[config.mk]
export PLATFORM = sky130hd
export DESIGN_NAME = signal_pending_dispatch
export DESIGN_NICKNAME = d
export VERILOG_FILES = /design/src/design/spd_pkg.sv /design/src/design/spd_ctrl.sv /design/src/design/spd_datapath.sv /design/src/design/signal_pending_dispatch.sv
export VERILOG_INCLUDE_DIRS = /design/src /design/src/design
export SDC_FILE = /design/constraint.sdc
export NUM_CORES = 2
export LEC_CHECK = 0
export ABC_AREA = 1
export BUFFER_PORTS_ARGS = -buffer_cell sky130_fd_sc_hd__buf_2
export CAP_MARGIN = 20
export CORE_ASPECT_RATIO = 0.8
export CORE_MARGIN = 2
export CORE_UTILIZATION = 64
export CTS_BUF_LIST = sky130_fd_sc_hd__clkbuf_4 sky130_fd_sc_hd__clkbuf_8
export DETAILED_ROUTE_END_ITERATION = 8
export GPL_ROUTABILITY_DRIVEN = 1
export PLACE_DENSITY = 0.86
export SLEW_MARGIN = 20
export SYNTH_ARGS = -nofsm -noshare
export SYNTH_HDL_FRONTEND = slang
export SYNTH_HIERARCHICAL = 1
export SYNTH_SLANG_ARGS = --single-unit
[constraint.sdc]
create_clock -name clock -period 11.36 [get_ports clock]
set_clock_uncertainty 0.1 [all_clocks]
set_input_delay 2.272 -clock clock [delete_from_list [all_inputs] [get_ports clock]]
set_output_delay 2.272 -clock clock [all_outputs]
set_load 0.05 [all_outputs]
[src/design/signal_pending_dispatch_assert.svh]
// Assertion macros for the signal engine.
`ifndef SIGNAL_PENDING_DISPATCH_ASSERT_SVH
`define SIGNAL_PENDING_DISPATCH_ASSERT_SVH

// Same-cycle implication.
`define SPD_ASSERT_NOW(name, ante, cons, msg) \
   name: assert property (@(posedge clock) disable iff (reset) (ante) |-> (cons)) \
      else $error(msg);

// Next-cycle implication.
`define SPD_ASSERT_NEXT(name, ante, cons, msg) \
   name: assert property (@(posedge clock) disable iff (reset) (ante) |=> (cons)) \
      else $error(msg);

`endif

[src/design/spd_pkg.sv]
package spd_pkg;

   localparam int QUEUE_DEPTH_DEF = 16;
   localparam int NUM_SIG         = 32;
   localparam int PID_BITS        = 16;

   localparam logic [2:0] MODE_POST      = 3'd0;
   localparam logic [2:0] MODE_DISPATCH  = 3'd1;
   localparam logic [2:0] MODE_PURGE     = 3'd2;
   localparam logic [2:0] MODE_EXEC      = 3'd3;
   localparam logic [2:0] MODE_SET_ACT   = 3'd4;
   localparam logic [2:0] MODE_SET_MASK  = 3'd5;
   localparam logic [2:0] MODE_SET_ALARM = 3'd6;

   localparam logic [2:0] ACT_NONE    = 3'd0;
   localparam logic [2:0] ACT_IGNORED = 3'd1;
   localparam logic [2:0] ACT_TERM    = 3'd2;
   localparam logic [2:0] ACT_STOP    = 3'd3;
   localparam logic [2:0] ACT_HANDLER = 3'd4;
   localparam logic [2:0] ACT_CONT    = 3'd5;
   localparam logic [2:0] ACT_DROPPED = 3'd6;

   localparam logic [4:0] SIG_NONE  = 5'd0;
   localparam logic [4:0] SIG_KILL  = 5'd9;
   localparam logic [4:0] SIG_USR1  = 5'd10;
   localparam logic [4:0] SIG_USR2  = 5'd12;
   localparam logic [4:0] SIG_ALRM  = 5'd14;
   localparam logic [4:0] SIG_CHLD  = 5'd17;
   localparam logic [4:0] SIG_CONT  = 5'd18;
   localparam logic [4:0] SIG_STOP  = 5'd19;
   localparam logic [4:0] SIG_TSTP  = 5'd20;
   localparam logic [4:0] SIG_TTIN  = 5'd21;
   localparam logic [4:0] SIG_TTOU  = 5'd22;
   localparam logic [4:0] SIG_URG   = 5'd23;
   localparam logic [4:0] SIG_WINCH = 5'd28;

   localparam logic [1:0] KIND_DFL = 2'd0;
   localparam logic [1:0] KIND_IGN = 2'd1;
   localparam logic [1:0] KIND_HND = 2'd2;

   typedef struct packed {
      logic [2:0]  mode;
      logic [4:0]  signal;
      logic [15:0] child_id;
      logic [63:0] now;
      logic [1:0]  disposition;
      logic [31:0] block_mask;
      logic        no_defer;
      logic        reset_on_entry;
      logic [31:0] new_mask;
      logic [63:0] alarm_time;
   } spd_req_type;

   typedef struct packed {
      logic [4:0]  signal_taken;
      logic [2:0]  action;
      logic        queued;
      logic        task_continues;
      logic [31:0] blocked_mask;
      logic        overflow;
      logic [4:0]  pending_count;
   } spd_rsp_type;

   typedef enum logic [1:0] {
      ST_IDLE,
      ST_SCAN,
      ST_FINISH
   } spd_state_type;

   typedef struct packed {
      logic capture;
      logic scan;
      logic finish;
   } spd_cmd_type;

   typedef struct packed {
      logic scan_done;
   } spd_stat_type;

   function automatic logic default_ignored(input logic [4:0] s);
      return s == SIG_CHLD || s == SIG_URG || s == SIG_WINCH ||
             s == SIG_USR1 || s == SIG_USR2 || s == SIG_CONT;
   endfunction

   function automatic logic [31:0] sig_bit(input logic [4:0] s);
      return (s == SIG_NONE) ? 32'd0 : (32'd1 << (s - 5'd1));
   endfunction

endpackage

[src/design/spd_ctrl.sv]
module spd_ctrl (
   input  logic                 clock,
   input  logic                 reset,
   input  logic                 start,
   output logic                 busy,
   input  spd_pkg::spd_stat_type stat,
   output spd_pkg::spd_cmd_type  cmd
);
   import spd_pkg::*;

   spd_state_type state_ff, state_in;

   always_ff @(posedge clock) begin
      if (reset) begin
         state_ff <= ST_IDLE;
      end else begin
         state_ff <= state_in;
      end
   end

   always_comb begin
      state_in = state_ff;
      unique case (state_ff)
         ST_IDLE: begin
            if (start) state_in = ST_SCAN;
         end
         ST_SCAN: begin
            if (stat.scan_done) state_in = ST_FINISH;
         end
         ST_FINISH: begin
            state_in = ST_IDLE;
         end
         default: begin
            state_in = ST_IDLE;
         end
      endcase
   end

   always_comb begin
      cmd = '0;
      busy = 1'b1;
      unique case (state_ff)
         ST_IDLE: begin
            busy = 1'b0;
            cmd.capture = start;
         end
         ST_SCAN: begin
            cmd.scan = 1'b1;
         end
         ST_FINISH: begin
            cmd.finish = 1'b1;
         end
         default: begin
            busy = 1'b1;
         end
      endcase
   end

endmodule

[src/design/spd_datapath.sv]
`include "signal_pending_dispatch_assert.svh"

module spd_datapath #(
   parameter int QUEUE_DEPTH = spd_pkg::QUEUE_DEPTH_DEF
) (
   input  logic                 clock,
   input  logic                 reset,
   input  spd_pkg::spd_cmd_type  cmd,
   output spd_pkg::spd_stat_type stat,
   input  spd_pkg::spd_req_type  req_word,
   output logic                 rsp_valid,
   output spd_pkg::spd_rsp_type  rsp_word
);
   import spd_pkg::*;

   localparam int QW = (QUEUE_DEPTH > 1) ? $clog2(QUEUE_DEPTH) : 1;
   localparam int CW = $clog2(QUEUE_DEPTH + 1);
   localparam logic [CW-1:0] FULL = CW'(QUEUE_DEPTH);

   logic [4:0]          mem_sig   [QUEUE_DEPTH];
   logic [PID_BITS-1:0] mem_child [QUEUE_DEPTH];

   spd_req_type req_ff, req_in;
   logic [CW-1:0] used_ff, used_in;
   logic [CW-1:0] rd_idx_ff, rd_idx_in;
   logic [CW-1:0] wr_idx_ff, wr_idx_in;
   logic          rd_vld_ff, rd_vld_in;
   logic          found_ff, found_in;
   logic [4:0]    taken_ff, taken_in;
   logic [4:0]          rd_sig_ff;
   logic [PID_BITS-1:0] rd_child_ff;
   logic [1:0]  kind_ff  [NUM_SIG];
   logic [1:0]  kind_in  [NUM_SIG];
   logic [31:0] block_ff [NUM_SIG];
   logic [31:0] block_in [NUM_SIG];
   logic [1:0]  flags_ff [NUM_SIG];
   logic [1:0]  flags_in [NUM_SIG];
   logic [31:0] mask_ff, mask_in;
   logic [63:0] alarm_ff, alarm_in;
   logic        rsp_valid_ff;
   spd_rsp_type rsp_ff, rsp_in;

   logic                we;
   logic [QW-1:0]       waddr;
   logic [4:0]          wsig;
   logic [PID_BITS-1:0] wchild;

   logic is_scan, rd_more, elig, match, drop;

   assign is_scan = req_ff.mode == MODE_DISPATCH || req_ff.mode == MODE_PURGE;
   assign rd_more = rd_idx_ff != used_ff;
   assign stat.scan_done = !is_scan || (!rd_more && !rd_vld_ff);
   assign elig = !found_ff && (rd_sig_ff == SIG_KILL || rd_sig_ff == SIG_STOP ||
                 (mask_ff & sig_bit(rd_sig_ff)) == 32'd0);
   assign match = rd_sig_ff == SIG_CHLD && rd_child_ff == req_ff.child_id[PID_BITS-1:0];
   assign drop = (req_ff.mode == MODE_DISPATCH) ? elig : match;

   always_comb begin
      logic [4:0]  s;
      logic [4:0]  hs;
      logic        do_h;
      logic        alarm_due;
      logic [1:0]  hk;
      logic [2:0]  act;
      logic        cont;

      req_in    = req_ff;
      used_in   = used_ff;
      rd_idx_in = rd_idx_ff;
      wr_idx_in = wr_idx_ff;
      rd_vld_in = rd_vld_ff;
      found_in  = found_ff;
      taken_in  = taken_ff;
      kind_in   = kind_ff;
      block_in  = block_ff;
      flags_in  = flags_ff;
      mask_in   = mask_ff;
      alarm_in  = alarm_ff;
      rsp_in    = rsp_ff;
      we        = 1'b0;
      waddr     = wr_idx_ff[QW-1:0];
      wsig      = rd_sig_ff;
      wchild    = rd_child_ff;
      s         = req_ff.signal;
      alarm_due = alarm_ff != 64'd0 && req_ff.now >= alarm_ff;
      hs        = found_ff ? taken_ff : SIG_ALRM;
      do_h      = found_ff || alarm_due;
      hk        = kind_ff[hs];
      act       = ACT_NONE;
      cont      = 1'b1;

      if (cmd.capture) begin
         req_in    = req_word;
         rd_idx_in = '0;
         wr_idx_in = '0;
         rd_vld_in = 1'b0;
         found_in  = 1'b0;
         taken_in  = SIG_NONE;
      end else if (cmd.scan && is_scan) begin
         rd_vld_in = rd_more;
         if (rd_more) rd_idx_in = rd_idx_ff + 1'b1;
         if (rd_vld_ff) begin
            if (drop) begin
               if (req_ff.mode == MODE_DISPATCH) begin
                  found_in = 1'b1;
                  taken_in = rd_sig_ff;
               end
            end else begin
               we        = 1'b1;
               wr_idx_in = wr_idx_ff + 1'b1;
            end
         end
      end else if (cmd.finish) begin
         rsp_in = '0;
         case (req_ff.mode)
            MODE_POST: begin
               if (s == SIG_CONT) act = ACT_CONT;
               if (s == SIG_NONE) begin
                  if (act == ACT_NONE) act = ACT_DROPPED;
               end else if (s != SIG_KILL && s != SIG_STOP && (kind_ff[s] == KIND_IGN ||
                            (kind_ff[s] == KIND_DFL && default_ignored(s)))) begin
                  if (act == ACT_NONE) act = ACT_IGNORED;
               end else if (used_ff == FULL) begin
                  rsp_in.overflow = 1'b1;
                  if (act == ACT_NONE) act = ACT_DROPPED;
               end else begin
                  we     = 1'b1;
                  waddr  = used_ff[QW-1:0];
                  wsig   = s;
                  wchild = req_ff.child_id[PID_BITS-1:0];
                  used_in = used_ff + 1'b1;
                  rsp_in.queued = 1'b1;
               end
            end
            MODE_DISPATCH: begin
               used_in = wr_idx_ff;
               if (!found_ff && alarm_due) alarm_in = 64'd0;
               if (do_h) begin
                  rsp_in.signal_taken = hs;
                  if (hs == SIG_KILL) begin
                     act = ACT_TERM;
                     cont = 1'b0;
                  end else if (hs == SIG_STOP) begin
                     act = ACT_STOP;
                     cont = 1'b0;
                  end else if (hk == KIND_DFL) begin
                     if (default_ignored(hs)) begin
                        act = ACT_IGNORED;
                     end else begin
                        cont = 1'b0;
                        act = (hs == SIG_TSTP || hs == SIG_TTIN || hs == SIG_TTOU) ?
                              ACT_STOP : ACT_TERM;
                     end
                  end else if (hk == KIND_IGN) begin
                     act = ACT_IGNORED;
                  end else begin
                     act = ACT_HANDLER;
                     mask_in = mask_ff | block_ff[hs] |
                               (flags_ff[hs][0] ? 32'd0 : sig_bit(hs));
                     if (flags_ff[hs][1]) kind_in[hs] = KIND_DFL;
                  end
               end
            end
            MODE_PURGE: begin
               used_in = wr_idx_ff;
            end
            MODE_EXEC: begin
               used_in = '0;
               for (int i = 0; i < NUM_SIG; i++) begin
                  flags_in[i] = 2'd0;
                  if (kind_ff[i] != KIND_IGN) kind_in[i] = KIND_DFL;
               end
            end
            MODE_SET_ACT: begin
               if (s != SIG_NONE && s != SIG_KILL && s != SIG_STOP &&
                   req_ff.disposition <= KIND_HND) begin
                  kind_in[s]  = req_ff.disposition;
                  block_in[s] = req_ff.block_mask;
                  flags_in[s] = {req_ff.reset_on_entry, req_ff.no_defer};
               end
            end
            MODE_SET_MASK: begin
               mask_in = req_ff.new_mask;
            end
            MODE_SET_ALARM: begin
               alarm_in = req_ff.alarm_time;
            end
            default: begin
               act = ACT_NONE;
            end
         endcase
         rsp_in.action         = act;
         rsp_in.task_continues = cont;
         rsp_in.blocked_mask   = mask_in;
         rsp_in.pending_count  = 5'(used_in);
      end
   end

   always_ff @(posedge clock) begin
      if (we) begin
         mem_sig[waddr]   <= wsig;
         mem_child[waddr] <= wchild;
      end
      rd_sig_ff   <= mem_sig[rd_idx_ff[QW-1:0]];
      rd_child_ff <= mem_child[rd_idx_ff[QW-1:0]];
   end

   always_ff @(posedge clock) begin
      req_ff    <= req_in;
      taken_ff  <= taken_in;
      rsp_ff    <= rsp_in;
      rd_idx_ff <= rd_idx_in;
      wr_idx_ff <= wr_idx_in;
      if (reset) begin
         used_ff      <= '0;
         rd_vld_ff    <= 1'b0;
         found_ff     <= 1'b0;
         mask_ff      <= '0;
         alarm_ff     <= '0;
         rsp_valid_ff <= 1'b0;
         for (int i = 0; i < NUM_SIG; i++) begin
            kind_ff[i]  <= KIND_DFL;
            block_ff[i] <= '0;
            flags_ff[i] <= '0;
         end
      end else begin
         used_ff      <= used_in;
         rd_vld_ff    <= rd_vld_in;
         found_ff     <= found_in;
         mask_ff      <= mask_in;
         alarm_ff     <= alarm_in;
         rsp_valid_ff <= cmd.finish;
         kind_ff      <= kind_in;
         block_ff     <= block_in;
         flags_ff     <= flags_in;
      end
   end

   assign rsp_valid = rsp_valid_ff;
   assign rsp_word  = rsp_ff;

   `SPD_ASSERT_NOW(a_used_bound, 1'b1, used_ff <= FULL, "queue count past depth")
   `SPD_ASSERT_NOW(a_wr_behind_rd, cmd.scan, wr_idx_ff <= rd_idx_ff, "write pointer ahead of read")
   `SPD_ASSERT_NEXT(a_rsp_after_finish, cmd.finish, rsp_valid_ff, "missing response strobe")

endmodule

[src/design/signal_pending_dispatch.sv]
// Sequence: start captures the request; the scan state sweeps the queue for dispatch
// and purge child but not post, exec reset or set modes; finish registers the result.
// Throughput: one word at a time; dispatch and purge sweep the pending queue
// through its memory, one entry per cycle, so busy holds that long.
// Reset: synchronous, active high; empties the queue, sets all dispositions to
// default, clears mask and alarm. The result cannot be stalled.
module signal_pending_dispatch #(
   parameter int QUEUE_DEPTH = spd_pkg::QUEUE_DEPTH_DEF
) (
   input  logic                clock,
   input  logic                reset,
   input  logic                start,
   output logic                busy,
   input  spd_pkg::spd_req_type req_word,
   output logic                rsp_valid,
   output spd_pkg::spd_rsp_type rsp_word
);
   import spd_pkg::*;

   spd_cmd_type  cmd;
   spd_stat_type stat;

   spd_ctrl u_ctrl (
      .clock (clock),
      .reset (reset),
      .start (start),
      .busy  (busy),
      .stat  (stat),
      .cmd   (cmd)
   );

   spd_datapath #(.QUEUE_DEPTH(QUEUE_DEPTH)) u_datapath (
      .clock     (clock),
      .reset     (reset),
      .cmd       (cmd),
      .stat      (stat),
      .req_word  (req_word),
      .rsp_valid (rsp_valid),
      .rsp_word  (rsp_word)
   );

endmodule
Word-level counts from Yosys, hierarchy flattened --
Memories as Yosys holds them, arrays and structs flattened. A register that Yosys moved wholly into a read port is not among the register bits. Cells that the tools add are included.
Storage, ports and cells: bits of input ports 223, bits in writable memories 336, output and inout port bits 50, memories 2, logic and storage cells 494, bits in registers 1541
Memories:
- u_datapath.mem_child | words 16, width 16, rd ports 1, clocked after memory_dff 1, wr ports 1, line spd_datapath.sv:21 | logic [PID_BITS-1:0] mem_child [QUEUE_DEPTH];
- u_datapath.mem_sig | words 16, width 5, rd ports 1, clocked after memory_dff 1, wr ports 1, line spd_datapath.sv:20 | logic [4:0] mem_sig [QUEUE_DEPTH];
Cells by class: shifts and indexed selects 2, bitwise operators 11, equality and inequality tests 109, reductions and logical operators 94, magnitude comparators 6, add/subtract/negate cells 5, muxes and demuxes 142
Operators with widths (number):
- bitwise mux 1024 bit | 1
- 2-to-1 mux 64 bit | 9
- AND reduction 12 bit | 32
- 2-to-1 mux 32 bit | 11
- one-hot mux 64 bit (2 select lines) | 2
- one-hot mux 64 bit (3 select lines) | 1
- binary-select mux 32 bit (select 5 bit) | 1
- demux 32 bit (select 5 bit) | 1
- inequality test 2 x 1 -> 1 bit (second input constant) | 65
- bitwise mux 64 bit | 2
- 2-to-1 mux 16 bit | 7
- 2-to-1 mux 2 bit | 42
- equality test 5 bit (second input constant) | 15
- AND 64 bit | 1
- >= comparator 64 bit | 1
- inverter 64 bit | 1
- bitwise OR 32 bit | 2
- one-hot mux 32 bit (2 select lines) | 1
- nonzero test 64 bit | 1
- << shifter 1 x 5 -> 32 bit (first input constant) | 2
- 2-to-1 mux 5 bit | 11
- 2-to-1 mux 3 bit | 16
- AND 32 bit | 1
- logical NOT 32 bit | 1
- other kinds (40) | 142

Logic depth before layout (Yosys ltp) --
depth in word-level cells 17, mapped depth 24, depth with buffers taken out 23

Modules after synthesis --
Netlist, hierarchy kept.
By module, submodules not included:
- spd_datapath | times used 1, seq. area each 44002.2 µm², area each 80490.9 µm², cells an instance 9697
- spd_ctrl | times used 1, seq. area each 40.0 µm², area each 105.1 µm², cells an instance 15

Least setup slack after synthesis --
Ideal clock, no wire load.
path type input to register, from in start, to mem u_datapath.mem_child[0][0] (enable), stages 13, setup slack 1.897 ns, arrival 8.965 ns, path through nand2_2 > inv_1 > clkbuf_1 > nor2_1 > nand2_2 > inv_1 > clkbuf_1 > nand4_2 > buf_4 > nand2_1 > o21ai_1 > nand2_1 > nor2_1
RTL lines:
- start: declaration | line signal_pending_dispatch.sv:12 | input logic start,
- end: declaration | line spd_datapath.sv:21

==> metrics.md <==
| Metric | Value |
|---|---|
| R2r setup slk | 5.02 ns |
| Die height | 321 um |
| Placed Area | 0.0822 sq mm |
| Sw Share | 23.3% |
| Clock latency on the worst-skew pair | 1.06 ns |
| Combined area of the multi-input logic cells | 0.0293 sq mm |
| Sequential-to-total area share from yosys stat | 54.6% |
| Psw | 3200 uW |
| Number of synthesized flops with an enable pin | 604 |
| CTS buffer count | 304 |
| Yosys warnings | 6 |
| Worst Hold Class | reg2reg |
| Worst EP arrival | 7.14 ns |
| Final Cell Area | 0.0884 sq mm |
| Depth of the most critical reg-to-reg path | 15 |
| Peak VDD IR | 137 uV |
| Drt first pass iters | 9 |
| Clock root buffer | clkbuf_8 |
| Reg-to-Reg End | u_datapath/rsp_word[11]$_DFFE_PP_ |
| Register area | 0.0440 sq mm |
| DRT Wirelength | 257,000 um |
| Cts repair resizes | 0 |
| #FFs+latches synth | 1,898 |
| Syn nets | 10,000 |
| Worst Setup Start Kind | input port |
| Clock transition at path regs | 0.06 ns |
| Placed Instances | 11,000 |
| Final hold vios | 0 |
| Layout area overhead | 9.72% |
| Core area | 0.125 sq mm |
| Required time of the critical path | 12.13 ns |
| Vias in the first global route | 68,400 |
| Unrepaired setup endpoints after global routing | no |
| Sink Count | 1,898 |
| DR iter-0 viols | 11,400 |
| Routed WL per cell | 22.3 um |
| Pin count of the biggest net entering global routing | 173 |
| IO Pins | 273 |
| Max-Cap Viols | 0 |
| Crit. End Element | flip-flop |
| Ys async rst share | 0% |
| Die Area | 0.129 sq mm |
| Crit path max fanout | 91 |
| Post-Syn Area per Cell | 8.30 sq um |
| Hold Crit Depth | 2 |
| Non-Filler Instances | 11,500 |
| Final Cycle Share | 56.1% |
| Fraction of layout cells with a size suffix above 1 | 10.2% |
| Final Max Tran Viols | 0 |
| Fill cell count | 9,097 |
| Final core utilization | 70.8% |
| Yosys cell types | 45 |
| Residual DRC count | 14 |
| Comb power frac | 4.2% |
| Clock network fraction of total power | 43.3% |
| Setup violations, final | 0 |
| Via/cell ratio | 6.33 |
| GRT Util Overall | 38.5% |
| Starting Density | 64.5% |
| Post-DRT Antenna Nets | 0 |
| Postcts setup bufs | 0 |
| RePlAce Congestion | 0.988 |
| Slew HR | 14.1% |
| Outcome | complete, but fails checks |
| Antenna violations before repair | 12 |
| CTS Buffer Depth | 4 |
| Post-Synthesis Cells | 9,712 |
| Hold endpoint | u_datapath/block_ff[402]$_SDFFE_PP0P_ |
| Pwr dens | 155 mW/mm^2 |
| Post-route minimum period | 6.37 ns |
| Gr ovfl total | 0 |
| Failing checks | DRC |
| Post-CTS Hold Buffers | 0 |
| Input/output buffers | 272 |
| # nets final | 9,934 |
| Internal | 10,500 uW |
| Fmax achieved | 0.157 GHz |
| Global-route wire length before repair | 387,000 um |
| DIE WIDTH | 401 um |
| Vias | 73,000 |
| Worst slack at placement | 4.15 ns |
| Setup TNS | 0 ns |
| Post-DP HPWL | 153,000 um |
| Primary FF master, synth | dfxtp_1 |
| CTS tree | done |
| WS Path Type | in2reg |
| Hold_sp | u_datapath/block_ff[402]$_SDFFE_PP0P_ |
| Fin worst setup slack | 4.99 ns |
| Part of the power in registers | 52.5% |
| H-tree levels | 5 |
| Worst flop-to-flop path startpoint | u_datapath/found_ff$_SDFFE_PP0P_ |
| Netlist Area Pre-Place | 0.0806 sq mm |
| Worst slew pin tran | 1.29 ns |
| LEAKAGE | 0.0313 uW |
| Rows | 116 |
## logic make-up after synthesis
logic type,Yosys count,synth area share [%]
xor+xnor,24,0.261
simple gates,2443,12.4
fa+ha+maj,68,1.06
buf+inv,1962,9.39
compound gates,3317,22.2
flops,1898,54.6
## layout by cell type (no fill, tap or decap), drive strengths merged, types with 9 or more instances in the layout
cell,synthesis,layout
clkbuf,603,458
nand2,1310,1310
clkinv,10,57
edfxtp,604,604
xor2,9,9
a22oi,114,114
nand3,399,399
o22ai,486,486
clkinvlp,0,10
o221ai,41,41
o21ai,1324,1324
dfxtp,1294,1294
nor4,11,11
a21oi,1246,1246
xnor2,15,15
buf,173,401
o32ai,10,10
o31ai,40,40
a31oi,32,32
inv,1176,1176
nand4,90,90
nor2,616,616
ha,68,68
nor3,12,12
## registers in the layout (all words and copies together) (netlist names)
name                    count
u_datapath/block_ff      1024
u_datapath/mem_child      256
u_datapath/req_ff         220
u_datapath/mem_sig         80
u_datapath/alarm_ff        64
u_datapath/flags_ff        64
u_datapath/kind_ff         64
u_datapath/rsp_word        48
u_datapath/mask_ff         32
u_datapath/rd_child_ff     16
u_datapath/rd_idx_ff        5
u_datapath/rd_sig_ff        5
u_datapath/taken_ff         5
u_datapath/used_ff          5
u_datapath/wr_idx_ff        5
u_ctrl/state_ff             2
u_datapath/found_ff         1
u_datapath/rd_vld_ff        1
u_datapath/rsp_valid        1
## power by group through the flow
stage          clock network, uW  registers, uW  logic (uW)
3_5_place_dp                   0           7340         545
5_1_grt                     6270           7200         624
6_report                    5930           7200         579
2_1_floorplan                  0           7280         382
4_1_cts                     5960           7200         548
3_3_place_gp                   0           7340         525
## worst max-delay path: stages
cell and delay, ns:
buf_2 0.10, nand2_2 0.13, inv_8 0.23, nor2_1 0.22
nand2_2 0.56, clkinv_2 0.22, nand3_1 0.25, inv_6 0.62
buf_4 0.86, nand2_2 0.89, o21ai_0 0.54, a21oi_1 0.09
## metal layers
metal / up-vias / GRT usage [%] / part of all wire (%)
met2: 5331 / 56.4 / 42
met1: 33700 / 50.3 / 37
met4: 14 / 23.8 / 6.5
met3: 1112 / 11.4 / 15
met5: - / 0 / 0.043
li1: 32800 / - / -
## Yosys cell counts, types with 41 or more instances
library cell  number  share of area (%)
o21ai_0         1306                8.1
nand2_1         1302                6.1
dfxtp_1         1294                 32
a21oi_1         1245                7.7
inv_1           1162                5.4
edfxtp_1         604                 23
clkbuf_1         603                2.8
nor2_1           602                2.8
o22ai_1          486                3.8
nand3_1          399                2.5
buf_2            117               0.73
a22oi_1          114                1.1
nand4_1           89               0.69
ha_1              68                1.1
o221ai_1          41               0.45
## worst max path at each step
stage | endpoint | slack [ns] | from | cells past startpoint
after floorplan | u_datapath/mem_child[0][0]$_DFFE_PP_ | 1.90 | start | 13
after global placement | u_datapath/block_ff[534]$_SDFFE_PP0P_ | 4.33 | start | 13
after detailed placement | u_datapath/block_ff[971]$_SDFFE_PP0P_ | 4.15 | start | 12
after CTS | u_datapath/block_ff[501]$_SDFFE_PP0P_ | 5.23 | start | 12
after global routing | u_datapath/block_ff[416]$_SDFFE_PP0P_ | 4.80 | start | 12
final | u_datapath/block_ff[501]$_SDFFE_PP0P_ | 4.99 | start | 12
## stage by stage
stage / hold WS (ns) / total power, uW
after floorplan: 0.303 / 7660
after global placement: 0.310 / 7860
after detailed placement: 0.315 / 7890
after CTS: 0.326 / 13700
after global routing: 0.342 / 14100
final: 0.327 / 13700
## layout make-up
class	count	area share, %
inverter	1186	5.08
clock buffer	458	6.33
multi-input combinational	5852	33.1
clock inverter	63	0.522
tap	1652	2.34
timing repair buffer	401	2.78
sequential	1898	49.8
antenna	8	0.0226
Power figures use the tool's default switching activity.
